<file path="config.mk">
export PLATFORM = sky130hd
export DESIGN_NAME = zss_ctrl
export DESIGN_NICKNAME = d
export VERILOG_FILES = /design/src/rtl/zigzag_snapshot_store_unit_macros.svh /design/src/rtl/zss_pkg.sv /design/src/rtl/zss_ctrl.sv
export SDC_FILE = /design/constraint.sdc
export NUM_CORES = 1
export LEC_CHECK = 0
export ABC_AREA = 1
export BUFFER_PORTS_ARGS = -buffer_cell sky130_fd_sc_hd__buf_2
export CORE_UTILIZATION = 44
export DETAILED_ROUTE_END_ITERATION = 8
export HOLD_SLACK_MARGIN = 0.15
export PLACE_DENSITY_LB_ADDON = 0.08
export SLEW_MARGIN = 20
export SYNTH_ARGS = -nofsm -noshare
export SYNTH_HDL_FRONTEND = slang
export SYNTH_SLANG_ARGS = --single-unit
</file>
<file path="constraint.sdc">
create_clock -name clk -period 1.3 [get_ports clk]
set_input_delay 0.26 -clock clk [delete_from_list [all_inputs] [get_ports clk]]
set_output_delay 0.26 -clock clk [all_outputs]
set_load 0.005 [all_outputs]
</file>
<file path="src/rtl/zigzag_snapshot_store_unit_macros.svh">
// assertion macros for the snapshot store top level
// expects clk and rst_n in the scope where a macro is used
`ifndef ZIGZAG_SNAPSHOT_STORE_UNIT_MACROS_SVH
`define ZIGZAG_SNAPSHOT_STORE_UNIT_MACROS_SVH

// consequent must hold in the cycle after the antecedent
`define ZSS_ASSERT_NEXT(lbl, ante, cons, msg) \
  lbl: assert property (@(posedge clk) disable iff (!rst_n) (ante) |=> (cons)) \
    else $error(msg);

// condition must never hold at a clock edge
`define ZSS_ASSERT_NEVER(lbl, cond, msg) \
  lbl: assert property (@(posedge clk) disable iff (!rst_n) !(cond)) \
    else $error(msg);

`endif

</file>
<file path="src/rtl/zss_pkg.sv">
// shared types and constants of the snapshot store
// used by the controller, the datapath and the top level
`default_nettype none

package zss_pkg;

  localparam int WORD_W     = 32;
  localparam int CNT_W      = 11;
  localparam int IDX_W      = 10;
  localparam int DIV_STEPS  = 32;
  localparam int DIV_CNT_W  = 5;

  localparam logic [WORD_W-1:0] FILL_WORD = 32'h5353_5353;
  localparam logic [CNT_W-1:0]  CNT_RESET = 11'd1024;

  // bit positions in the select memory
  localparam int SEL_RS = 0;
  localparam int SEL_WS = 1;

  typedef enum logic [1:0] {
    MODE_READ  = 2'd0,
    MODE_WRITE = 2'd1,
    MODE_CKPT  = 2'd2,
    MODE_SNAP  = 2'd3
  } mode_t;

  typedef enum logic [2:0] {
    ST_CLEAR,
    ST_IDLE,
    ST_DIV,
    ST_ACCESS,
    ST_COMMIT,
    ST_CK_RD,
    ST_CK_WR,
    ST_DONE
  } state_t;

  // controller to datapath
  typedef struct packed {
    logic capture;
    logic div_step;
    logic clr_write;
    logic acc_read;
    logic commit;
    logic ck_read;
    logic ck_write;
    logic out_load;
  } cmd_t;

  // datapath to controller
  typedef struct packed {
    logic clr_last;
    logic ck_done;
    logic out_free;
  } sts_t;

endpackage

`default_nettype wire

</file>
<file path="src/rtl/zss_ctrl.sv">
// sequencing state machine of the snapshot store
// depends on zss_pkg for state, mode, command and status types
`default_nettype none

module zss_ctrl (
  input  logic           clk,
  input  logic           rst_n,
  input  logic           in_valid,
  input  zss_pkg::mode_t in_mode,
  output logic           in_stall,
  input  zss_pkg::sts_t  sts,
  output zss_pkg::cmd_t  cmd
);

  import zss_pkg::*;

  state_t                 state_r, state_nxt;
  logic [DIV_CNT_W-1:0]   bit_cnt_r, bit_cnt_nxt;
  logic                   div_last;

  assign div_last = (bit_cnt_r == DIV_CNT_W'(DIV_STEPS - 1));

  // state and step counter registers
  always_ff @(posedge clk) begin
    if (!rst_n) begin
      state_r   <= ST_CLEAR;
      bit_cnt_r <= '0;
    end else begin
      state_r   <= state_nxt;
      bit_cnt_r <= bit_cnt_nxt;
    end
  end

  // divider step count
  always_comb begin
    bit_cnt_nxt = bit_cnt_r;
    if (cmd.capture) begin
      bit_cnt_nxt = '0;
    end else if (cmd.div_step) begin
      bit_cnt_nxt = bit_cnt_r + 1'b1;
    end
  end

  // next state
  always_comb begin
    state_nxt = state_r;
    case (state_r)
      ST_CLEAR: begin
        if (sts.clr_last) state_nxt = ST_IDLE;
      end
      ST_IDLE: begin
        if (in_valid) begin
          state_nxt = (in_mode == MODE_CKPT) ? ST_CK_RD : ST_DIV;
        end
      end
      ST_DIV: begin
        if (div_last) state_nxt = ST_ACCESS;
      end
      ST_ACCESS: state_nxt = ST_COMMIT;
      ST_COMMIT: state_nxt = ST_DONE;
      ST_CK_RD: begin
        state_nxt = sts.ck_done ? ST_DONE : ST_CK_WR;
      end
      ST_CK_WR: state_nxt = ST_CK_RD;
      ST_DONE: begin
        if (sts.out_free) state_nxt = ST_IDLE;
      end
      default: state_nxt = ST_CLEAR;
    endcase
  end

  // outputs
  always_comb begin
    cmd      = '0;
    in_stall = 1'b1;
    case (state_r)
      ST_CLEAR: cmd.clr_write = 1'b1;
      ST_IDLE: begin
        in_stall    = 1'b0;
        cmd.capture = in_valid;
      end
      ST_DIV:    cmd.div_step = 1'b1;
      ST_ACCESS: cmd.acc_read = 1'b1;
      ST_COMMIT: cmd.commit   = 1'b1;
      ST_CK_RD:  cmd.ck_read  = !sts.ck_done;
      ST_CK_WR:  cmd.ck_write = 1'b1;
      ST_DONE:   cmd.out_load = sts.out_free;
      default: begin
        cmd      = '0;
        in_stall = 1'b1;
      end
    endcase
  end

endmodule

`default_nettype wire

</file>
==> flow_summary.toml, run 1 <==
[cts]
clkTransAtPathRegs_ns = 0.05
numCtsBuffers = 3
cts_tree = "yes"
clockRootBuffer = "clkbuf_4"
clkSinkCount = 8
cts.htree.levels = 1
cts_hold_buf = 0
clk_latency_ns = 0.26
clockBufferDepth = 2

[synthesis]
synthCells = 92
synth_top_area_cell = "dfxtp_1"
synth_cell_types = 19
syn-num-nets = 102
syn_area_um2 = 591.8
ys_warn_count = 0
synth_top_area_share_pct = 27.06
synth-seq-cells = 8
synth_area_per_cell_um2 = 6.433
yosysSeqAreaShare_pct = 27.06
synth_area_leaders = "dfxtp_1, nand2_1, inv_1"

[critical_path]
arrival_ns = 1.15
path_max_fanout = 5
setup.worst_path.end_class = "output port"
required_ns = 1.04
worstRegToRegCells = 11
crit_type = "reg -> out"
worst_setup_path_start_kind = "flop"

[timing]
finalHoldViolCount = 0
worst_slack_ns = -0.1132
fmax_mhz = 707.6
slew_headroom_pct = 83.03
hold_ws_ns = 0.2732
tns_ns = -0.5202
worst_pin_slew_ns = 0.2545
setup_viol = 10
fin_crit_sh_pct = 108.7
fin_skew_ns = 0.002549
slew_viol_final = 0
post-route-min-period_ns = 1.413
rsz0062_at_grt = "true"

[cells_and_area]
fill_cells = 71
final_cell_mix = "nand2_1, buf_4, buf_2"
syn_to_final_growth_pct = 68.71
final_core_util_pct = 85.26
final_nets = 141
layout_commonest_cell = "nand2_1"
final_layout_size_suffix_gt1_share_pct = 57.36
diodes = 0

[placement]
gp_congestion = 0.7983
dpl.hpwl_um = 1075
pre_cts_slack_ns = -0.09492
io_buffers = 16

[pwr]
ir_worst_vdd_mv = 1.077
p_sw_share_pct = 43.84
p_leak_nw = 0.4898
pwr-share-clk_pct = 10.6
internal-power_w = 0.001025
combPwrFrac_pct = 66.5
power.density_nw_per_um2 = 1827
power.switching_w = 0.0008000
sequentialPowerShare_pct = 22.8

[routing]
vias = 744
viasPerCell = 5.203
wl_per_cell_um = 12.46
first_pass_iters = 4
drtIter0Drc = 31
wirelength_um = 1782
route.detailed.drc = 0
postRouteAntennaNets = 0

[global_route]
overflow = 0
grtUsageTotal_pct = 26.17
grt_pass1_vias = 597
grt_max_degree = 12
grt_pass1_wl_um = 2573
antenna_found_initial = 0

[floorplan]
fp.dieArea_um2 = 1496
die_y_um = 38.68
ioPinCount = 17
initial_core_util_pct = 50.53
core_um2 = 1171
rows = 12
die_x_um = 38.68

[status]
status = "complete, but fails checks"
violations = "setup timing"

[job]
drv_cap = 0

[hold_path]
hold_depth = 3
hold_class = "in -> reg"
[cell type report]
class / instances / area (um2) / share of cell area, %
Clock buffer: 3 / 22.52 / 2.256
Tap cell: 14 / 17.52 / 1.754
Inverter: 17 / 78.83 / 7.895
Sequential cell: 8 / 173.9 / 17.42
Timing Repair Buffer: 36 / 270.3 / 27.07
Multi-Input combinational cell: 65 / 435.4 / 43.61
[layer usage]
| layer | up-vias | routed length, um | GRT usage [%] |
|---|---|---|---|
| met5 | - | 0 | 0 |
| met4 | 0 | 50 | 10.34 |
| met3 | 8 | 115 | 8.671 |
| met2 | 29 | 936 | 45.42 |
| met1 | 338 | 680 | 28.87 |
| li1 | 369 | - | - |
[state kept, by name (all words and copies together) (netlist names)]
signal     cells
bit_cnt_r      5
state_r        3
[repair_timing]
action | in CTS | in global routing
hold endpoints to repair | 0 | 0
resized for setup | 26 | 15
pin swaps | 7 | 11
setup buffers | 9 | 6
endpoints found under the setup margin | 12 | 12
[stage by stage]
step           instance area, um2  instances  total power [W]
3_5_place_dp                726.9        125         0.001038
3_3_place_gp                726.9        125         0.001023
2_1_floorplan               614.3         92        0.0008526
4_1_cts                     904.6        137         0.001575
6_report                    998.5        143         0.001825
5_1_grt                     998.5        143         0.001939
[path summary, 6_finish.rpt]
path	from	endpoint	slack (ns)
setup reg to reg	bit_cnt_r[1]	state_r[0]	-0.08
hold / removal	rst_n	state_r[1]	0.27
hold reg to reg	bit_cnt_r[3]	bit_cnt_r[3]	0.46
setup / recovery	state_r[0]	cmd[5]	-0.11
[power by group through the flow]
stage               registers [W]  logic, W  clock network, W
finish                   0.000416   0.00121          0.000194
global route             0.000422   0.00131          0.000206
detailed placement       0.000358  0.000680                 0
global placement         0.000356  0.000666                 0
CTS                      0.000387  0.000987          0.000201
floorplan                0.000336  0.000516                 0
[cell families (layout without fill, tap and decap cells)]
logic type,count (synthesis),after routing,share of synthesized area (%)
AO/OA/AOI/OAI,9,9,8.246
adder cells (fa/ha/maj),2,2,4.228
AND/OR/NAND/NOR,54,54,45.88
buffers and inverters,19,56,14.59
flip-flops,8,8,27.06
[synth_stat cells (all sizes together)]
cell    instances
nand4           2
inv            17
dfxtp           8
ha              2
nand2          24
buf             2
nand3b          1
nand3           7
o21ai           3
nor3            5
nor3b           1
nor2           14
a21oi           6
[worst max-delay path, stage by stage, from the launching register on]
cell and delay (ns):
dfxtp_4 0.38, buf_6 0.14, nor2_4 0.14, nand2_2 0.09, inv_2 0.06, buf_6 0.08
Power figures use the tool's default switching activity.
==> inputs of run 2 (changes only) <==
--- a/config.mk
+++ b/config.mk
@@ -11,6 +11,7 @@
 export DETAILED_ROUTE_END_ITERATION = 8
 export HOLD_SLACK_MARGIN = 0.15
 export PLACE_DENSITY_LB_ADDON = 0.08
+export REMOVE_ABC_BUFFERS = 1
 export SLEW_MARGIN = 20
 export SYNTH_ARGS = -nofsm -noshare
 export SYNTH_HDL_FRONTEND = slang
==> run 2 against run 1 <==
  * The run still ends with setup timing left
  * Sequential cell count did not move
  * First-iteration DRC count decreased by 84%
  * Setup slack got worse by 0.011 ns
  * Via count decreased by 14%
  * Global-route usage down 4.6 points
  * Critical path depth grew 6
  * Wire length fell by 18%
  * Final cell count shrank 7.0%
  * Critical path type is now reg -> reg
  * Critical endpoint is now state_r[0]
  * Largest cell class unchanged
==> flow_summary.toml, run 2 (same netlist as run 1, synthesis figures left out) <==
[cts]
cts_tree = "yes"
numCtsBuffers = 3
clkTransAtPathRegs_ns = 0.05
cts.htree.levels = 1
clockRootBuffer = "clkbuf_4"
clockBufferDepth = 2
clkSinkCount = 8
clk_latency_ns = 0.25

[pwr]
p_sw_share_pct = 44.19
sequentialPowerShare_pct = 27.8
p_leak_nw = 0.4292
ir_worst_vdd_mv = 0.9261
combPwrFrac_pct = 59.5
internal-power_w = 0.0008231
power.switching_w = 0.0006517
power.density_nw_per_um2 = 1731
pwr-share-clk_pct = 12.7

[timing]
fin_crit_sh_pct = 109.6
post-route-min-period_ns = 1.424
fmax_mhz = 702.0
fin_skew_ns = 0.002385
slew_viol_final = 0
worst_slack_ns = -0.1245
setup_viol = 10
hold_ws_ns = 0.2706
worst_pin_slew_ns = 0.2378
rsz0062_at_grt = "true"
finalHoldViolCount = 0
slew_headroom_pct = 83.98

[floorplan]
ioPinCount = 17
fp.dieArea_um2 = 1496
die_y_um = 38.68
die_x_um = 38.68
initial_core_util_pct = 50.53
core_um2 = 1171
rows = 12

[routing]
vias = 639
viasPerCell = 4.805
route.detailed.drc = 0
first_pass_iters = 4
wl_per_cell_um = 10.92
wirelength_um = 1453
drtIter0Drc = 5
postRouteAntennaNets = 0

[hold_path]
hold_depth = 3
hold_class = "in -> reg"

[placement]
gp_congestion = 0.8304
placed_area_um2 = 704.4
post-place-cells = 125
io_buffers = 16
dpl.hpwl_um = 980.1
pre_cts_slack_ns = -0.1668

[critical_path]
arrival_ns = 1.57
path_common_cell = "inv_2"
path_max_fanout = 3
worst_setup_path_start_kind = "flop"
slowest_delay_ns = 0.36
worstRegToRegCells = 11
crit_type = "reg -> reg"
path_cells = "ha_4 > inv_2 > nor3_2 > ha_2 > inv_2 > nand3_2 > nand2_2 > nor2_4 > nand2_1 > nor2_2 > nor2_1"
worst_path_max_delay_cell = "dfxtp_2"
required_ns = 1.45
setup.worst_path.end_class = "flop"

[cells_and_area]
design_area_um2 = 852.1
final_cells = 133
diodes = 0
final_cell_mix = "nand2_1, buf_2, inv_1"
syn_to_final_growth_pct = 43.97
largest_reg_flops = 5
final_layout_size_suffix_gt1_share_pct = 47.90
reg_top3 = "bit_cnt_r (5), state_r (3)"
top_register = "bit_cnt_r"
final_nets = 131
layout_commonest_cell = "nand2_1"

[job]
drv_cap = 0

[global_route]
grt_pass1_vias = 539
grtUsageTotal_pct = 21.53
grt_pass1_wl_um = 2118
overflow = 0
grt_max_degree = 12
antenna_found_initial = 0

[status]
violations = "setup timing"
status = "complete, but fails checks"
[run 2: changes by cell type in the layout (fill, tap and decap cells not counted), sizes merged]
cell	before	now
buf	36	26
[run 2: area by class of cell]
cell class              instances  area [um2]
repair buffers                 26       168.9
well taps                      14       17.52
inverters                      17       73.82
clock buffers                   3       22.52
fillers                        99       319.1
multi-input cells              65       395.4
flip-flops and latches          8       173.9
[run 2: repair_timing]
item / 4_1_cts / 5_1_grt
buffers inserted: 3 / 2
resized for setup: 19 / 11
hold buffers: 0 / 0
pin swaps: 4 / 4
setup endpoints to repair: 12 / 13
[run 2: worst max-delay path: cells and delay by family (launching register included)]
family / cells / cell delay, ns
and+or+nand+nor: 7 / 0.55
adders and majority gates: 2 / 0.34
buffers and inverters: 2 / 0.07
DFF: 1 / 0.36
[run 2: final timing paths]
kind                            slack, ns            to          from
worst max-delay path                -0.12    state_r[0]  bit_cnt_r[0]
worst min register to register       0.47  bit_cnt_r[3]  bit_cnt_r[3]
worst max register to register      -0.12    state_r[0]  bit_cnt_r[0]
worst min-delay path                 0.27    state_r[1]         rst_n
[run 2: layer usage]
layer / part of all wire [%] / wire length (um) / track usage [%]
met5: 0 / 0 / 0
met3: 4.1 / 60 / 10.40
met1: 49 / 707 / 26.13
met4: 0 / 0 / 2.586
met2: 47 / 685 / 35.00
[run 2: per-stage QoR]
step | util (%) | total power (W) | setup TNS (ns)
finish | 72.76 | 0.001475 | -0.7795
global placement | 60.15 | 0.001020 | -0.3643
global route | 72.76 | 0.001595 | -1.497
detailed placement | 60.15 | 0.001023 | -0.4412
floorplan | - | 0.0008079 | -0.1574
CTS | 68.59 | 0.001344 | -0.4467
[run 2: power groups by stage]
| stage | clock (W) | sequential (W) | combinational (W) |
|---|---|---|---|
| 2_1_floorplan | 0 | 0.000350 | 0.000458 |
| 3_3_place_gp | 0 | 0.000353 | 0.000667 |
| 3_5_place_dp | 0 | 0.000353 | 0.000670 |
| 4_1_cts | 0.000192 | 0.000381 | 0.000771 |
| 5_1_grt | 0.000206 | 0.000410 | 0.000979 |
| 6_report | 0.000188 | 0.000410 | 0.000877 |
==> inputs of run 3 (changes only) <==
--- a/config.mk
+++ b/config.mk
@@ -10,7 +10,7 @@
 export CORE_UTILIZATION = 44
 export DETAILED_ROUTE_END_ITERATION = 8
 export HOLD_SLACK_MARGIN = 0.15
-export PLACE_DENSITY_LB_ADDON = 0.08
+export PLACE_DENSITY = 0.76
 export REMOVE_ABC_BUFFERS = 1
 export SLEW_MARGIN = 20
 export SYNTH_ARGS = -nofsm -noshare
==> run 3 against run 2 <==
  * The flow still finishes with violations (setup timing)
  * Worst hold slack better by 0.024 ns
  * Highest routed layer unchanged
  * Clock skew is 0.0039 ns higher
  * Wire length is 28% higher
==> flow_summary.toml, run 3 (same netlist as run 1, synthesis figures left out) <==
[cells_and_area]
fill_cells = 79
final_core_util_pct = 78.42
layout_commonest_cell = "nand2_1"
final_cell_mix = "nand2_1, buf_2, buf_4"
largest_reg_flops = 5
final_nets = 137
final_cells = 139
diodes = 0
final_layout_size_suffix_gt1_share_pct = 51.20
top_register = "bit_cnt_r"
reg_top3 = "bit_cnt_r (5), state_r (3)"
syn_to_final_growth_pct = 55.18

[cts]
clockRootBuffer = "clkbuf_4"
numCtsBuffers = 3
cts.htree.levels = 1
clkSinkCount = 8
cts_hold_buf = 0
clkTransAtPathRegs_ns = 0.06
clk_latency_ns = 0.26
clockBufferDepth = 2
cts_tree = "yes"

[timing]
fin_crit_sh_pct = 109.4
worst_slack_ns = -0.1228
hold_ws_ns = 0.2947
slew_headroom_pct = 83.72
fin_skew_ns = 0.006280
slew_viol_final = 0
post-route-min-period_ns = 1.423
finalHoldViolCount = 0
worst_pin_slew_ns = 0.2442
fmax_mhz = 702.8
setup_viol = 10
rsz0062_at_grt = "true"

[hold_path]
hold_depth = 3
worstHoldEndpoint = "state_r[1]"
hold_start = "rst_n"
hold_class = "in -> reg"

[critical_path]
setup.worst_path.end_class = "flop"
path_max_fanout = 3
worst_setup_path_start_kind = "flop"
worstRegToRegCells = 11
rrSetupSlack_ns = -0.12
r2r_end = "state_r[0]"
arrival_ns = 1.58
reg2reg_from = "bit_cnt_r[0]"
required_ns = 1.46
crit_type = "reg -> reg"

[status]
violations = "setup timing"
status = "complete, but fails checks"

[routing]
first_pass_iters = 4
drtIter0Drc = 11
wirelength_um = 1853
wl_per_cell_um = 13.33
route.detailed.drc = 0
vias = 726
viasPerCell = 5.223
postRouteAntennaNets = 0

[floorplan]
rows = 12
core_um2 = 1171
die_y_um = 38.68
die_x_um = 38.68
fp.dieArea_um2 = 1496
initial_core_util_pct = 50.53
ioPinCount = 17

[placement]
gp_congestion = 0.8626
pre_cts_slack_ns = -0.1483
dpl.hpwl_um = 943.5
io_buffers = 16
post-place-cells = 123

[global_route]
grtUsageTotal_pct = 21.89
grt_pass1_wl_um = 2270
overflow = 0
grt_pass1_vias = 539
grt_max_degree = 12
antenna_found_initial = 0

[job]
drv_cap = 0

[pwr]
power.density_nw_per_um2 = 1782
ir_worst_vdd_mv = 1.200
p_leak_nw = 0.4545
power_w = 0.001636
==> run 3: area by class of cell <==
class,instances,area (um2),share of cell area [%]
multi-input cells,65,404.1,44.01
flip-flops and latches,8,173.9,18.94
clock buffers,3,22.52,2.452
inverters,17,76.32,8.311
repair buffers,32,224.0,24.39
well taps,14,17.52,1.907
==> run 3: what timing repair did <==
| action | 4_1_cts | 5_1_grt |
|---|---|---|
| buffers inserted | 7 | 6 |
| pin swaps | 6 | 5 |
| setup endpoints to repair | 12 | 11 |
| resized for setup | 24 | 12 |
==> run 3: worst max path at each step <==
stage / from / end / cells after the start
5_1_grt: bit_cnt_r[0] / state_r[0] / 11
3_5_place_dp: bit_cnt_r[1] / state_r[0] / 11
4_1_cts: bit_cnt_r[0] / state_r[0] / 11
2_1_floorplan: bit_cnt_r[1] / state_r[0] / 11
3_3_place_gp: bit_cnt_r[0] / state_r[0] / 11
6_report: bit_cnt_r[0] / state_r[0] / 11
==> run 3: critical path, cell delays in order, from the launching register on <==
cell and delay, ns:
dfxtp_2 0.35, ha_4 0.14, inv_2 0.04, nor3_2 0.12
ha_2 0.20, inv_2 0.04, nand3_2 0.06, nand2_2 0.07
nor2_4 0.10, nand2_1 0.05, nor2_1 0.09, nor2_1 0.05
==> run 3: per-layer routing <==
metal	global-route usage [%]	up-vias	part of all wire, %
met5	0	-	0
met4	2.586	0	0
met3	6.936	0	3.2
met2	34.17	20	51
met1	29.97	342	45
li1	-	364	-
==> run 3: power by group <==
| part | internal, W | total [W] | switching, W |
|---|---|---|---|
| clock | 0.000106 | 0.000199 | 0.0000929 |
| combinational | 0.000483 | 0.00102 | 0.000537 |
| sequential | 0.000309 | 0.000417 | 0.000108 |
| total | 0.000899 | 0.00164 | 0.000738 |
==> run 3: metrics by stage <==
stage                     TNS, ns  area [um2]
after global routing       -1.147       918.4
after global placement    -0.2792       689.4
final                     -0.6286       918.4
after floorplan           -0.1574       569.3
after detailed placement  -0.3590       689.4
after CTS                 -0.3079       835.8
